[config.mk]
export PLATFORM = sky130hd
export DESIGN_NAME = waveform_peak_rms_buckets_flat
export DESIGN_NICKNAME = d
export VERILOG_FILES = /design/src/sv/wpr_pkg.sv /design/src/sv/wpr_ifs.sv /design/src/sv/waveform_peak_rms_buckets.sv /design/src/sv/wpr_cfg.sv /design/src/sv/wpr_ctrl.sv /design/src/sv/wpr_dp.sv /design/src/flat_wrapper.sv
export SDC_FILE = /design/constraint.sdc
export NUM_CORES = 2
export LEC_CHECK = 0
export ABC_AREA = 1
export BUFFER_PORTS_ARGS = -buffer_cell sky130_fd_sc_hd__buf_2
export CAP_MARGIN = 20
export CORE_MARGIN = 1.5
export CORE_UTILIZATION = 54
export CTS_BUF_LIST = sky130_fd_sc_hd__clkbuf_16
export CTS_CLUSTER_DIAMETER = 200
export DETAILED_ROUTE_END_ITERATION = 10
export PLACE_DENSITY_LB_ADDON = 0.25
export SYNTH_ARGS = -nofsm -noshare
export SYNTH_HDL_FRONTEND = slang
export SYNTH_HIERARCHICAL = 1
export SYNTH_SLANG_ARGS = --single-unit
[constraint.sdc]
create_clock -name clk -period 17.9 [get_ports clk]
set_clock_uncertainty 0.15 [all_clocks]
set_input_delay 3.58 -clock clk [delete_from_list [all_inputs] [get_ports clk]]
set_output_delay 3.58 -clock clk [all_outputs]
set_load 0.005 [all_outputs]
[src/sv/wpr_pkg.sv]
`timescale 1ns / 1ps

package wpr_pkg;

  localparam int SAMPLE_W = 16;
  localparam int MAG_W    = 15;
  localparam int INDEX_W  = 16;
  localparam int FRAME_W  = 32;
  localparam int BUCKET_W = 16;
  localparam int CHAN_W   = 4;
  localparam int SQ_W     = 31;
  localparam int SUM_W    = 64;
  localparam int COUNT_W  = 40;
  localparam int PADDR_W  = 4;
  localparam int PDATA_W  = 32;

  localparam logic [FRAME_W-1:0]  FRAMES_RST   = FRAME_W'(1);
  localparam logic [CHAN_W-1:0]   CHANNELS_RST = CHAN_W'(1);
  localparam logic [BUCKET_W-1:0] BUCKETS_RST  = BUCKET_W'(1000);
  localparam logic [MAG_W-1:0]    RMS_MAX      = {MAG_W{1'b1}};

  typedef enum logic [1:0] {
    REG_FRAMES   = 2'd0,
    REG_CHANNELS = 2'd1,
    REG_BUCKETS  = 2'd2
  } reg_idx_t;

  // Register values; frame and bucket counts after the zero and range fixes.
  typedef struct packed {
    logic [FRAME_W-1:0]  eff_frames;
    logic [BUCKET_W-1:0] eff_buckets;
    logic [CHAN_W-1:0]   channels;
  } wpr_cfg_t;

  typedef struct packed {
    logic accept;
    logic square;
    logic accum;
    logic div_start;
    logic div_cfg;
    logic div_step;
    logic sqrt_start;
    logic sqrt_step;
    logic emit;
    logic cfg_load;
  } wpr_cmd_t;

  typedef struct packed {
    logic close;
    logic cnt_zero;
    logic div_last;
    logic sqrt_last;
    logic out_free;
  } wpr_sts_t;

endpackage

[src/sv/wpr_ifs.sv]
`timescale 1ns / 1ps

interface wpr_in_if;
  import wpr_pkg::*;

  logic                       valid;
  logic                       ready;
  logic signed [SAMPLE_W-1:0] sample;
  logic                       sample_bad;

  modport source (output valid, output sample, output sample_bad, input ready);
  modport sink   (input valid, input sample, input sample_bad, output ready);
endinterface

interface wpr_out_if;
  import wpr_pkg::*;

  logic                       valid;
  logic                       ready;
  logic [INDEX_W-1:0]         bucket_index;
  logic signed [SAMPLE_W-1:0] peak_min;
  logic [MAG_W-1:0]           peak_max;
  logic [MAG_W-1:0]           rms_level;
  logic                       last_bucket;

  modport source (output valid, output bucket_index, output peak_min, output peak_max,
                  output rms_level, output last_bucket, input ready);
  modport sink   (input valid, input bucket_index, input peak_min, input peak_max,
                  input rms_level, input last_bucket, output ready);
endinterface

[src/sv/waveform_peak_rms_buckets.sv]
`timescale 1ns / 1ps

// Channel  | Kind       | Payload
// ---------+------------+------------------------------------------------------
// in_ch    | sink       | sample (s16, Q1.15), sample_bad
// out_ch   | source     | bucket_index, peak_min, peak_max, rms_level, last_bucket
// cfg_*    | APB slave  | 0x0 frame_total, 0x4 channel_count, 0x8 bucket_count
//
// A sample that does not close a bucket is accepted, squared and accumulated.
// A sample that closes a bucket with counted samples then runs a 64-step mean
// divide and a 32-step square root, in sequence on the shared datapath.
// A bucket with no counted samples skips both. A register write recomputes the
// bucket step with the same divider; no sample is taken until the new step is loaded.
// Reset loads frame_total 1, channel_count 1, bucket_count 1000.
// One finished result can wait in the output register while the next sample is
// taken; a further bucket close holds until that register has been read.

module waveform_peak_rms_buckets #(
  parameter int MAX_CHANNELS = 8
) (
  input  logic                        clk,
  input  logic                        rst_n,
  wpr_in_if.sink                      in_ch,
  wpr_out_if.source                   out_ch,
  input  logic                        cfg_psel,
  input  logic                        cfg_penable,
  input  logic                        cfg_pwrite,
  input  logic [wpr_pkg::PADDR_W-1:0] cfg_paddr,
  input  logic [wpr_pkg::PDATA_W-1:0] cfg_pwdata,
  output logic [wpr_pkg::PDATA_W-1:0] cfg_prdata,
  output logic                        cfg_pready
);
  import wpr_pkg::*;

  wpr_cfg_t cfg;
  wpr_cmd_t cmd;
  wpr_sts_t sts;
  logic     cfg_wr;
  logic     in_ready;

  assign cfg_pready = 1'b1;
  assign in_ch.ready = in_ready;

  wpr_cfg u_cfg (
    .clk         (clk),
    .rst_n       (rst_n),
    .cfg_psel    (cfg_psel),
    .cfg_penable (cfg_penable),
    .cfg_pwrite  (cfg_pwrite),
    .cfg_paddr   (cfg_paddr),
    .cfg_pwdata  (cfg_pwdata),
    .cfg_prdata  (cfg_prdata),
    .cfg_wr      (cfg_wr),
    .cfg         (cfg)
  );

  wpr_ctrl u_ctrl (
    .clk      (clk),
    .rst_n    (rst_n),
    .in_valid (in_ch.valid),
    .in_ready (in_ready),
    .cfg_wr   (cfg_wr),
    .sts      (sts),
    .cmd      (cmd)
  );

  wpr_dp #(
    .MAX_CHANNELS (MAX_CHANNELS)
  ) u_dp (
    .clk              (clk),
    .rst_n            (rst_n),
    .cmd              (cmd),
    .sts              (sts),
    .cfg              (cfg),
    .in_sample        (in_ch.sample),
    .in_sample_bad    (in_ch.sample_bad),
    .out_ready        (out_ch.ready),
    .out_valid        (out_ch.valid),
    .out_bucket_index (out_ch.bucket_index),
    .out_peak_min     (out_ch.peak_min),
    .out_peak_max     (out_ch.peak_max),
    .out_rms_level    (out_ch.rms_level),
    .out_last_bucket  (out_ch.last_bucket)
  );

endmodule

[src/sv/wpr_cfg.sv]
`timescale 1ns / 1ps

module wpr_cfg (
  input  logic                         clk,
  input  logic                         rst_n,
  input  logic                         cfg_psel,
  input  logic                         cfg_penable,
  input  logic                         cfg_pwrite,
  input  logic [wpr_pkg::PADDR_W-1:0]  cfg_paddr,
  input  logic [wpr_pkg::PDATA_W-1:0]  cfg_pwdata,
  output logic [wpr_pkg::PDATA_W-1:0]  cfg_prdata,
  output logic                         cfg_wr,
  output wpr_pkg::wpr_cfg_t            cfg
);
  import wpr_pkg::*;

  logic [FRAME_W-1:0]  frames_r;
  logic [CHAN_W-1:0]   channels_r;
  logic [BUCKET_W-1:0] buckets_r;
  logic                wr_en;
  logic                idx_known;
  logic [FRAME_W-1:0]  frames_eff;
  logic [BUCKET_W-1:0] buckets_nz;

  assign wr_en = cfg_psel && cfg_penable && cfg_pwrite;

  always_comb begin
    unique case (cfg_paddr[3:2])
      REG_FRAMES: begin
        idx_known  = 1'b1;
        cfg_prdata = frames_r;
      end
      REG_CHANNELS: begin
        idx_known  = 1'b1;
        cfg_prdata = PDATA_W'(channels_r);
      end
      REG_BUCKETS: begin
        idx_known  = 1'b1;
        cfg_prdata = PDATA_W'(buckets_r);
      end
      default: begin
        idx_known  = 1'b0;
        cfg_prdata = '0;
      end
    endcase
  end

  // Any write to a defined register restarts the stream.
  assign cfg_wr = wr_en && idx_known;

  always_ff @(posedge clk) begin
    if (!rst_n) begin
      frames_r   <= FRAMES_RST;
      channels_r <= CHANNELS_RST;
      buckets_r  <= BUCKETS_RST;
    end else if (wr_en) begin
      unique case (cfg_paddr[3:2])
        REG_FRAMES:   frames_r   <= cfg_pwdata[FRAME_W-1:0];
        REG_CHANNELS: channels_r <= cfg_pwdata[CHAN_W-1:0];
        REG_BUCKETS:  buckets_r  <= cfg_pwdata[BUCKET_W-1:0];
        default: ;
      endcase
    end
  end

  // The bucket count is clamped to the frame count so no bucket is empty of frames.
  assign frames_eff = (frames_r == '0) ? FRAME_W'(1) : frames_r;
  assign buckets_nz = (buckets_r == '0) ? BUCKET_W'(1) : buckets_r;

  always_comb begin
    cfg.eff_frames  = frames_eff;
    cfg.eff_buckets = (FRAME_W'(buckets_nz) > frames_eff) ? frames_eff[BUCKET_W-1:0]
                                                          : buckets_nz;
    cfg.channels    = channels_r;
  end

endmodule

[src/sv/wpr_ctrl.sv]
`timescale 1ns / 1ps

module wpr_ctrl (
  input  logic              clk,
  input  logic              rst_n,
  input  logic              in_valid,
  output logic              in_ready,
  input  logic              cfg_wr,
  input  wpr_pkg::wpr_sts_t sts,
  output wpr_pkg::wpr_cmd_t cmd
);
  import wpr_pkg::*;

  typedef enum logic [3:0] {
    S_IDLE,
    S_SQUARE,
    S_ACCUM,
    S_DIV_LOAD,
    S_DIV,
    S_SQRT_LOAD,
    S_SQRT,
    S_EMIT,
    S_CFG_START,
    S_CFG_DIV,
    S_CFG_LOAD
  } state_t;

  state_t state_r;
  state_t state_nxt;

  always_comb begin
    cmd       = '0;
    state_nxt = state_r;
    in_ready  = rst_n && (state_r == S_IDLE) && !cfg_wr;
    if (cfg_wr) begin
      // A register write abandons whatever runs. The divider is loaded in S_CFG_START,
      // once the new register value is in place.
      state_nxt = S_CFG_START;
    end else begin
      unique case (state_r)
        S_IDLE: begin
          if (in_valid && in_ready) begin
            cmd.accept = 1'b1;
            state_nxt  = S_SQUARE;
          end
        end
        S_SQUARE: begin
          cmd.square = 1'b1;
          state_nxt  = S_ACCUM;
        end
        S_ACCUM: begin
          cmd.accum = 1'b1;
          priority if (!sts.close) state_nxt = S_IDLE;
          else if (sts.cnt_zero)   state_nxt = S_EMIT;
          else                     state_nxt = S_DIV_LOAD;
        end
        S_DIV_LOAD: begin
          cmd.div_start = 1'b1;
          state_nxt     = S_DIV;
        end
        S_DIV: begin
          cmd.div_step = 1'b1;
          if (sts.div_last) state_nxt = S_SQRT_LOAD;
        end
        S_SQRT_LOAD: begin
          cmd.sqrt_start = 1'b1;
          state_nxt      = S_SQRT;
        end
        S_SQRT: begin
          cmd.sqrt_step = 1'b1;
          if (sts.sqrt_last) state_nxt = S_EMIT;
        end
        S_EMIT: begin
          if (sts.out_free) begin
            cmd.emit  = 1'b1;
            state_nxt = S_IDLE;
          end
        end
        S_CFG_START: begin
          cmd.div_start = 1'b1;
          cmd.div_cfg   = 1'b1;
          state_nxt     = S_CFG_DIV;
        end
        S_CFG_DIV: begin
          cmd.div_step = 1'b1;
          if (sts.div_last) state_nxt = S_CFG_LOAD;
        end
        S_CFG_LOAD: begin
          cmd.cfg_load = 1'b1;
          state_nxt    = S_IDLE;
        end
        default: state_nxt = S_IDLE;
      endcase
    end
  end

  always_ff @(posedge clk) begin
    if (!rst_n) begin
      state_r <= S_IDLE;
    end else begin
      state_r <= state_nxt;
    end
  end

  a_accum_after_square: assert property (@(posedge clk) disable iff (!rst_n)
    state_r == S_ACCUM |-> $past(state_r) == S_SQUARE)
    else $error("accumulate step not preceded by square step");

  a_sqrt_after_div: assert property (@(posedge clk) disable iff (!rst_n)
    state_r == S_SQRT |-> ($past(state_r) == S_SQRT_LOAD || $past(state_r) == S_SQRT))
    else $error("square root running without a finished divide");

  a_ready_only_idle: assert property (@(posedge clk) disable iff (!rst_n)
    in_ready |-> state_r == S_IDLE)
    else $error("input ready outside the idle state");

endmodule

[src/sv/wpr_dp.sv]
`timescale 1ns / 1ps

module wpr_dp #(
  parameter int MAX_CHANNELS = 8
) (
  input  logic                               clk,
  input  logic                               rst_n,
  input  wpr_pkg::wpr_cmd_t                  cmd,
  output wpr_pkg::wpr_sts_t                  sts,
  input  wpr_pkg::wpr_cfg_t                  cfg,
  input  logic signed [wpr_pkg::SAMPLE_W-1:0] in_sample,
  input  logic                               in_sample_bad,
  input  logic                               out_ready,
  output logic                               out_valid,
  output logic [wpr_pkg::INDEX_W-1:0]        out_bucket_index,
  output logic signed [wpr_pkg::SAMPLE_W-1:0] out_peak_min,
  output logic [wpr_pkg::MAG_W-1:0]          out_peak_max,
  output logic [wpr_pkg::MAG_W-1:0]          out_rms_level,
  output logic                               out_last_bucket
);
  import wpr_pkg::*;

  localparam int CHW = (MAX_CHANNELS > 1) ? $clog2(MAX_CHANNELS + 1) : 1;
  localparam int CEW = (CHW > CHAN_W) ? CHW : CHAN_W;
  localparam int DVD_W = SUM_W;
  localparam int DCW = $clog2(DVD_W);

  // Sample pipeline.
  logic signed [SAMPLE_W-1:0]   smp_r;
  logic                         bad_r;
  logic [SQ_W-1:0]              sq_r;
  logic                         sq_ok_r;
  logic signed [2*SAMPLE_W-1:0] prod;

  // Stream position and bucket accumulators.
  logic [CHW-1:0]             ch_r;
  logic [FRAME_W-1:0]         frame_r;
  logic [BUCKET_W-1:0]        bucket_r;
  logic [FRAME_W-1:0]         end_r;
  logic [BUCKET_W-1:0]        rem_r;
  logic [FRAME_W-1:0]         step_q_r;
  logic [BUCKET_W-1:0]        step_r_r;
  logic signed [SAMPLE_W-1:0] min_r;
  logic signed [SAMPLE_W-1:0] max_r;
  logic [SUM_W-1:0]           sum_r;
  logic [COUNT_W-1:0]         cnt_r;
  logic                       close_r;

  // Shared divider and square root.
  logic [DVD_W-1:0]   dvd_r;
  logic [COUNT_W-1:0] dvs_r;
  logic [COUNT_W-1:0] drem_r;
  logic [DCW-1:0]     dk_r;
  logic [SUM_W-1:0]   x_r;
  logic [SUM_W-1:0]   res_r;
  logic [4:0]         sk_r;
  logic               out_valid_r;

  logic [CEW-1:0]     ch_ext;
  logic [CEW-1:0]     eff_ch;
  logic [CEW-1:0]     ch_inc;
  logic [FRAME_W:0]   frame_inc;
  logic [BUCKET_W:0]  bucket_inc;
  logic               last;
  logic               restart;
  logic [BUCKET_W:0]  rem_sum;
  logic               rem_wrap;
  logic [SUM_W:0]     sum_ext;
  logic [COUNT_W:0]   drem_sh;
  logic [COUNT_W:0]   drem_diff;
  logic               dge;
  logic [SUM_W-1:0]   bitv;
  logic [SUM_W-1:0]   sq_try;
  logic               sge;
  logic [MAG_W-1:0]   rms_sat;

  assign prod = smp_r * smp_r;

  assign ch_ext = CEW'(cfg.channels);
  always_comb begin
    priority if (ch_ext == '0)                 eff_ch = CEW'(1);
    else if (ch_ext > CEW'(MAX_CHANNELS))      eff_ch = CEW'(MAX_CHANNELS);
    else                                       eff_ch = ch_ext;
  end
  assign ch_inc    = CEW'(ch_r) + CEW'(1);
  assign frame_inc = {1'b0, frame_r} + (FRAME_W + 1)'(1);

  assign bucket_inc = {1'b0, bucket_r} + (BUCKET_W + 1)'(1);
  assign last       = bucket_inc >= {1'b0, cfg.eff_buckets};
  assign restart    = last || (frame_r >= cfg.eff_frames);

  // Next boundary: add the step remainder and carry one frame when it wraps.
  assign rem_sum  = {1'b0, rem_r} + {1'b0, step_r_r};
  assign rem_wrap = rem_sum >= {1'b0, cfg.eff_buckets};

  assign sum_ext = {1'b0, sum_r} + (SUM_W + 1)'(sq_r);

  assign drem_sh   = {drem_r, dvd_r[DVD_W-1]};
  assign drem_diff = drem_sh - {1'b0, dvs_r};
  assign dge       = drem_sh >= {1'b0, dvs_r};

  assign bitv    = SUM_W'(1) << {sk_r, 1'b0};
  assign sq_try  = res_r + bitv;
  assign sge     = x_r >= sq_try;
  assign rms_sat = (res_r > SUM_W'(RMS_MAX)) ? RMS_MAX : res_r[MAG_W-1:0];

  always_comb begin
    sts.close     = close_r;
    sts.cnt_zero  = (cnt_r == '0);
    sts.div_last  = (dk_r == '1);
    sts.sqrt_last = (sk_r == '0);
    sts.out_free  = !out_valid_r || out_ready;
  end

  always_ff @(posedge clk) begin
    if (!rst_n) begin
      ch_r     <= '0;
      frame_r  <= '0;
      bucket_r <= '0;
      end_r    <= FRAME_W'(1);
      rem_r    <= '0;
      step_q_r <= FRAME_W'(1);
      step_r_r <= '0;
      min_r    <= '0;
      max_r    <= '0;
      sum_r    <= '0;
      cnt_r    <= '0;
      close_r  <= 1'b0;
      out_valid_r <= 1'b0;
    end else begin
      if (out_valid_r && out_ready && !cmd.emit) out_valid_r <= 1'b0;

      if (cmd.square) begin
        if (!bad_r) begin
          if (smp_r < min_r) min_r <= smp_r;
          if (smp_r > max_r) max_r <= smp_r;
          if (cnt_r != '1) cnt_r <= cnt_r + COUNT_W'(1);
        end
        if (ch_inc < eff_ch) begin
          ch_r    <= ch_inc[CHW-1:0];
          close_r <= 1'b0;
        end else begin
          ch_r    <= '0;
          frame_r <= frame_inc[FRAME_W-1:0];
          close_r <= frame_inc >= {1'b0, end_r};
        end
      end

      if (cmd.accum && sq_ok_r) begin
        sum_r <= sum_ext[SUM_W] ? '1 : sum_ext[SUM_W-1:0];
      end

      if (cmd.emit) begin
        out_valid_r <= 1'b1;
        close_r     <= 1'b0;
        min_r       <= '0;
        max_r       <= '0;
        sum_r       <= '0;
        cnt_r       <= '0;
        if (restart) begin
          ch_r     <= '0;
          frame_r  <= '0;
          bucket_r <= '0;
          end_r    <= step_q_r;
          rem_r    <= step_r_r;
        end else begin
          bucket_r <= bucket_inc[BUCKET_W-1:0];
          if (rem_wrap) begin
            rem_r <= BUCKET_W'(rem_sum - {1'b0, cfg.eff_buckets});
            end_r <= end_r + step_q_r + FRAME_W'(1);
          end else begin
            rem_r <= rem_sum[BUCKET_W-1:0];
            end_r <= end_r + step_q_r;
          end
        end
      end

      if (cmd.cfg_load) begin
        step_q_r <= dvd_r[FRAME_W-1:0];
        step_r_r <= drem_r[BUCKET_W-1:0];
        end_r    <= dvd_r[FRAME_W-1:0];
        rem_r    <= drem_r[BUCKET_W-1:0];
        ch_r     <= '0;
        frame_r  <= '0;
        bucket_r <= '0;
        close_r  <= 1'b0;
        min_r    <= '0;
        max_r    <= '0;
        sum_r    <= '0;
        cnt_r    <= '0;
      end
    end
  end

  // Restoring divider, one quotient bit per cycle; the quotient shifts into dvd_r.
  always_ff @(posedge clk) begin
    if (!rst_n) begin
      dk_r <= '0;
      sk_r <= '0;
    end else begin
      if (cmd.div_start) begin
        dk_r <= '0;
      end else if (cmd.div_step) begin
        dk_r <= dk_r + DCW'(1);
      end
      if (cmd.sqrt_start) begin
        sk_r <= '1;
      end else if (cmd.sqrt_step) begin
        sk_r <= sk_r - 5'd1;
      end
    end
  end

  always_ff @(posedge clk) begin
    if (cmd.accept) begin
      smp_r <= in_sample;
      bad_r <= in_sample_bad;
    end
    if (cmd.square) begin
      sq_r    <= prod[SQ_W-1:0];
      sq_ok_r <= !bad_r;
    end

    if (cmd.div_start) begin
      drem_r <= '0;
      if (cmd.div_cfg) begin
        dvd_r <= DVD_W'(cfg.eff_frames);
        dvs_r <= COUNT_W'(cfg.eff_buckets);
      end else begin
        dvd_r <= sum_r;
        dvs_r <= cnt_r;
      end
    end else if (cmd.div_step) begin
      drem_r <= dge ? drem_diff[COUNT_W-1:0] : drem_sh[COUNT_W-1:0];
      dvd_r  <= {dvd_r[DVD_W-2:0], dge};
    end

    // Digit-by-digit square root of the mean, two radicand bits per cycle.
    if (cmd.sqrt_start) begin
      x_r   <= dvd_r;
      res_r <= '0;
    end else if (cmd.sqrt_step) begin
      if (sge) begin
        x_r   <= x_r - sq_try;
        res_r <= (res_r >> 1) + bitv;
      end else begin
        res_r <= res_r >> 1;
      end
    end

    if (cmd.emit) begin
      out_bucket_index <= bucket_r;
      out_peak_min     <= min_r;
      out_peak_max     <= max_r[MAG_W-1:0];
      out_rms_level    <= (cnt_r == '0) ? '0 : rms_sat;
      out_last_bucket  <= last;
    end
  end

  assign out_valid = out_valid_r;

  a_frame_in_bucket: assert property (@(posedge clk) disable iff (!rst_n)
    frame_r <= end_r)
    else $error("frame position ran past the bucket end");

  a_empty_bucket_clean: assert property (@(posedge clk) disable iff (!rst_n)
    (cmd.emit && cnt_r == '0) |-> (sum_r == '0 && min_r == '0 && max_r == '0))
    else $error("empty bucket carries accumulated data");

  a_out_hold: assert property (@(posedge clk) disable iff (!rst_n)
    (out_valid_r && !out_ready) |=> (out_valid_r && $stable(out_bucket_index)
                                     && $stable(out_rms_level)))
    else $error("result beat changed while stalled");

endmodule
[src/flat_wrapper.sv]
// flat-port wrapper written by rule: the top's interface ports become plain ports
module waveform_peak_rms_buckets_flat import wpr_pkg::*;
#(
  parameter int MAX_CHANNELS = 8
)
  (clk, rst_n, cfg_psel, cfg_penable, cfg_pwrite, cfg_paddr, cfg_pwdata, cfg_prdata, cfg_pready, in_ch_valid, in_ch_sample, in_ch_sample_bad, in_ch_ready, out_ch_valid, out_ch_bucket_index, out_ch_peak_min, out_ch_peak_max, out_ch_rms_level, out_ch_last_bucket, out_ch_ready);
  wpr_in_if in_ch_i ();
  wpr_out_if out_ch_i ();
  input  logic clk;
  input  logic rst_n;
  input  logic cfg_psel;
  input  logic cfg_penable;
  input  logic cfg_pwrite;
  input  logic [wpr_pkg::PADDR_W-1:0] cfg_paddr;
  input  logic [wpr_pkg::PDATA_W-1:0] cfg_pwdata;
  output logic [wpr_pkg::PDATA_W-1:0] cfg_prdata;
  output logic cfg_pready;
  input wire logic [$bits(in_ch_i.valid)-1:0] in_ch_valid;
  input wire logic [$bits(in_ch_i.sample)-1:0] in_ch_sample;
  input wire logic [$bits(in_ch_i.sample_bad)-1:0] in_ch_sample_bad;
  output wire logic [$bits(in_ch_i.ready)-1:0] in_ch_ready;
  output wire logic [$bits(out_ch_i.valid)-1:0] out_ch_valid;
  output wire logic [$bits(out_ch_i.bucket_index)-1:0] out_ch_bucket_index;
  output wire logic [$bits(out_ch_i.peak_min)-1:0] out_ch_peak_min;
  output wire logic [$bits(out_ch_i.peak_max)-1:0] out_ch_peak_max;
  output wire logic [$bits(out_ch_i.rms_level)-1:0] out_ch_rms_level;
  output wire logic [$bits(out_ch_i.last_bucket)-1:0] out_ch_last_bucket;
  input wire logic [$bits(out_ch_i.ready)-1:0] out_ch_ready;
  assign in_ch_i.valid = in_ch_valid;
  assign in_ch_i.sample = in_ch_sample;
  assign in_ch_i.sample_bad = in_ch_sample_bad;
  assign in_ch_ready = in_ch_i.ready;
  assign out_ch_valid = out_ch_i.valid;
  assign out_ch_bucket_index = out_ch_i.bucket_index;
  assign out_ch_peak_min = out_ch_i.peak_min;
  assign out_ch_peak_max = out_ch_i.peak_max;
  assign out_ch_rms_level = out_ch_i.rms_level;
  assign out_ch_last_bucket = out_ch_i.last_bucket;
  assign out_ch_i.ready = out_ch_ready;
  waveform_peak_rms_buckets #(.MAX_CHANNELS(MAX_CHANNELS)) u_core (.clk(clk), .rst_n(rst_n), .in_ch(in_ch_i), .out_ch(out_ch_i), .cfg_psel(cfg_psel), .cfg_penable(cfg_penable), .cfg_pwrite(cfg_pwrite), .cfg_paddr(cfg_paddr), .cfg_pwdata(cfg_pwdata), .cfg_prdata(cfg_prdata), .cfg_pready(cfg_pready));
endmodule
==> flow_summary.yaml <==
run_status:
  status: "finished, final reports clean"
die:
  num_rows: 126
  coreArea_um2: 118000
  die_w_um: 349
  die_y_um: 349
  initial_core_util_pct: 54.5
  num_io_pins: 158
  dieArea_um2: 122000
timing:
  fin_setup_tns_ns: 0
  fin_ws_ns: 8.81
  finalCritPeriodShare_pct: 50.8
  holdWs_ns: 0.285
  fmax_mhz: 110
  post-route-min-period_ns: 9.09
  final_max_slew_viol_count: 0
  relSlewSlack_pct: 27.6
  worstMarginPinSlew_ns: 1.09
  rsz0062_at_grt: "false"
  setup_viol: 0
  hold_viol: 0
grt:
  grt_antenna_before_repair: 0
  grt_pass1_vias: 59400
  grt_max_degree: 90
  grt_pass1_wl_um: 317000
  grtUsageTotal_pct: 32.5
  overflow: 0
setup_path:
  critPathKind: "primary input to primary output"
  crit_end: "in_ch_ready"
  crit-reg2reg-launch: "u_core/u_dp/sk_r[3]"
  cp_num_buf_inv: 4
  ff2ff_path_depth: 30
  cp.depth: 8
  rrSetupSlack_ns: 10.57
  regToRegEndpoint: "u_core/u_dp/x_r[35]"
  worstPathRequired_ns: 14.17
  crit_top_cell: "buf_2"
  cpLargestDelayFamily: "simple AND/OR/NAND/NOR gates"
  end_kind: "primary output"
  worstPathMaxFanout: 7
  critPathLaunchType: "primary input"
  max_stage_delay_ns: 0.66
  worstPathArrival_ns: 5.36
  crit_slowest_cell: "nor2_1"
  startpoint: "cfg_psel"
  path_cells: "buf_2 > nand3_1 > a21oi_1 > buf_4 > inv_1 > nand2_1 > nor2_1 > buf_2"
drt:
  drt-total-wl_um: 202000
  drc: 0
  first_pass_iters: 8
  ant_nets: 0
  drt-initial-drc-count: 6148
  vias_per_cell: 5.71
  num_vias: 62300
  wire_per_inst_um: 18.5
clock_network:
  postCtsHoldBufs: 0
  cts_setup_buffers: 0
  clock_latency_ns: 0.74
  post_cts_resize_count: 0
  root_buffer: "clkbuf_16"
  clkSinkCount: 736
  clk_pin_slew_ns: 0.06
  cts_tree: "done"
  cts_max_level: 3
  cts.path.max_buffers: 3
  cts_buffers: 85
logic_synthesis:
  syn_inst: 9323
  synth_edf_count: 279
  yosys_warnings: 6
  avgSynthCellArea_um2: 6.92
  syn-num-nets: 10100
  ys_seq_area_share_pct: 27.2
  ys_ff_latch: 736
  synth_top_flop_cell: "dfxtp_1"
  synth-async-reset-ratio_pct: 0
  synth_area_um2: 64500
  synth_cell_types: 65
place:
  post-dp-hpwl_um: 158000
  place_congestion: 1.01
  place_ws_ns: 9.01
  io_buffers: 154
pwr:
  power_density_nw_per_um2: 118
  total_power_mw: 8.16
  peakVddDrop_v: 0.000257
  p_leak_nw: 31.2
run:
  cap_violations: 0
layout:
  area_growth_pct: 7.37
  n_antenna_cell: 0
  multi_input_area_um2: 39800
  fin_util_pct: 58.6
  layout-drive-gt1-share_pct: 5.24
  regArea_um2: 17500
  nNetsFinal: 10100
  fillers: 11300
hold_path:
  hp-class: "register to register"
sequential cells by signal (all words and copies together), names as in the netlist, 30 cells and up:
signal,flops
u_core/u_dp/dvd_r,64
u_core/u_dp/res_r,64
u_core/u_dp/sum_r,64
u_core/u_dp/x_r,64
u_core/u_dp/cnt_r,40
u_core/u_dp/drem_r,40
u_core/u_dp/dvs_r,40
u_core/u_cfg/frames_r,32
u_core/u_dp/end_r,32
u_core/u_dp/frame_r,32
u_core/u_dp/step_q_r,32
u_core/u_dp/sq_r,30
final cells by class:
cell class                      instances  area share, %
Sequential cell                       736           25.3
Inverter                             1619           8.78
Clock inverter                         73           1.02
Timing Repair Buffer                  201           1.62
Clock buffer                           85           3.07
Tap cell                             1536           2.78
Multi-Input combinational cell       6674           57.4
cells in the mapped netlist, types with 12 or more instances:
| master | n | area [um2] |
|---|---|---|
| a21o_1 | 33 | 248 |
| o221ai_1 | 31 | 272 |
| buf_1 | 12 | 45.0 |
| edfxtp_1 | 279 | 8380 |
| inv_1 | 1598 | 6000 |
| nand2_1 | 2037 | 7650 |
| nand2_2 | 16 | 100 |
| xnor2_1 | 96 | 841 |
| ha_1 | 485 | 6070 |
| o21ai_1 | 30 | 150 |
| nor4_1 | 82 | 513 |
| nor2_1 | 871 | 3270 |
| o21bai_1 | 32 | 240 |
| nand3_1 | 379 | 1900 |
| o22ai_1 | 93 | 582 |
| nor2_2 | 16 | 100 |
| nand4_1 | 127 | 795 |
| xor2_1 | 190 | 1660 |
| o21ai_0 | 693 | 3470 |
| fa_1 | 238 | 4760 |
| nor3_1 | 140 | 701 |
| a21boi_0 | 43 | 323 |
| o21a_1 | 20 | 150 |
| o211ai_1 | 66 | 495 |
| nand3_2 | 12 | 120 |
| buf_2 | 41 | 205 |
| clkbuf_1 | 227 | 852 |
| dfxtp_1 | 457 | 9150 |
| a21oi_1 | 723 | 3620 |
| inv_2 | 14 | 52.6 |
| a31oi_1 | 70 | 438 |
| or2_2 | 43 | 269 |
layer usage:
layer  up-vias  GRT usage [%]  share of wire [%]  wire [um]
met5         -              0                  0          0
met4         0           11.9                3.7       7450
met3       393           4.03                7.8      15800
met2      2421           52.8                 45      90700
met1     29100           44.4                 44      87700
li1      30400              -                  -          -
cell usage in the layout (no fill, tap or decap), types with 96 or more instances in the layout:
cell      Yosys  routed
xor2_1      190     190
xnor2_1      96      96
dfxtp_1     457     457
nand4_1     127     127
nor3_1      140     135
fa_1        238     238
o21ai_0     693     692
nand3_1     379     378
nor2_1      871     865
buf_2        41     154
ha_1        485     485
inv_1      1598    1610
nand2_1    2037    2036
a21oi_1     723     722
edfxtp_1    279     279
cell families (layout without fill, tap and decap cells):
group,after synthesis,count (layout),synth area share (%)
compound gates,1895,1895,16.3
simple gates,3769,3769,24.5
flops,736,736,27.2
other cells,1,1,0.00581
fa+ha+maj,723,723,16.8
buf+inv,1913,1978,11.3
xor+xnor,286,286,3.88
metrics by stage:
step	cell area, um2	std cells
floorplan	64500	9323
global placement	66400	10800
detailed placement	66400	10800
CTS	69200	10900
global route	69200	10900
finish	69200	10900
worst min path at each step:
stage,end,startpoint,cells past startpoint
floorplan,u_core/u_dp/out_peak_max[10],u_core/u_dp/max_r[10],0
global placement,u_core/u_dp/out_peak_max[6],u_core/u_dp/max_r[6],0
detailed placement,u_core/u_dp/out_peak_min[9],u_core/u_dp/min_r[9],0
CTS,u_core/u_dp/out_peak_max[6],u_core/u_dp/max_r[6],0
global route,u_core/u_dp/out_peak_max[6],u_core/u_dp/max_r[6],0
finish,u_core/u_dp/out_peak_max[2],u_core/u_dp/max_r[2],0
power by group:
group	internal [mW]	total [mW]	switching [mW]
sequential	2.04	2.12	0.0745
clock	1.01	1.79	0.778
combinational	1.63	4.26	2.63
total	4.68	8.16	3.48
Note: power is estimated with default switching activity, not from simulation.
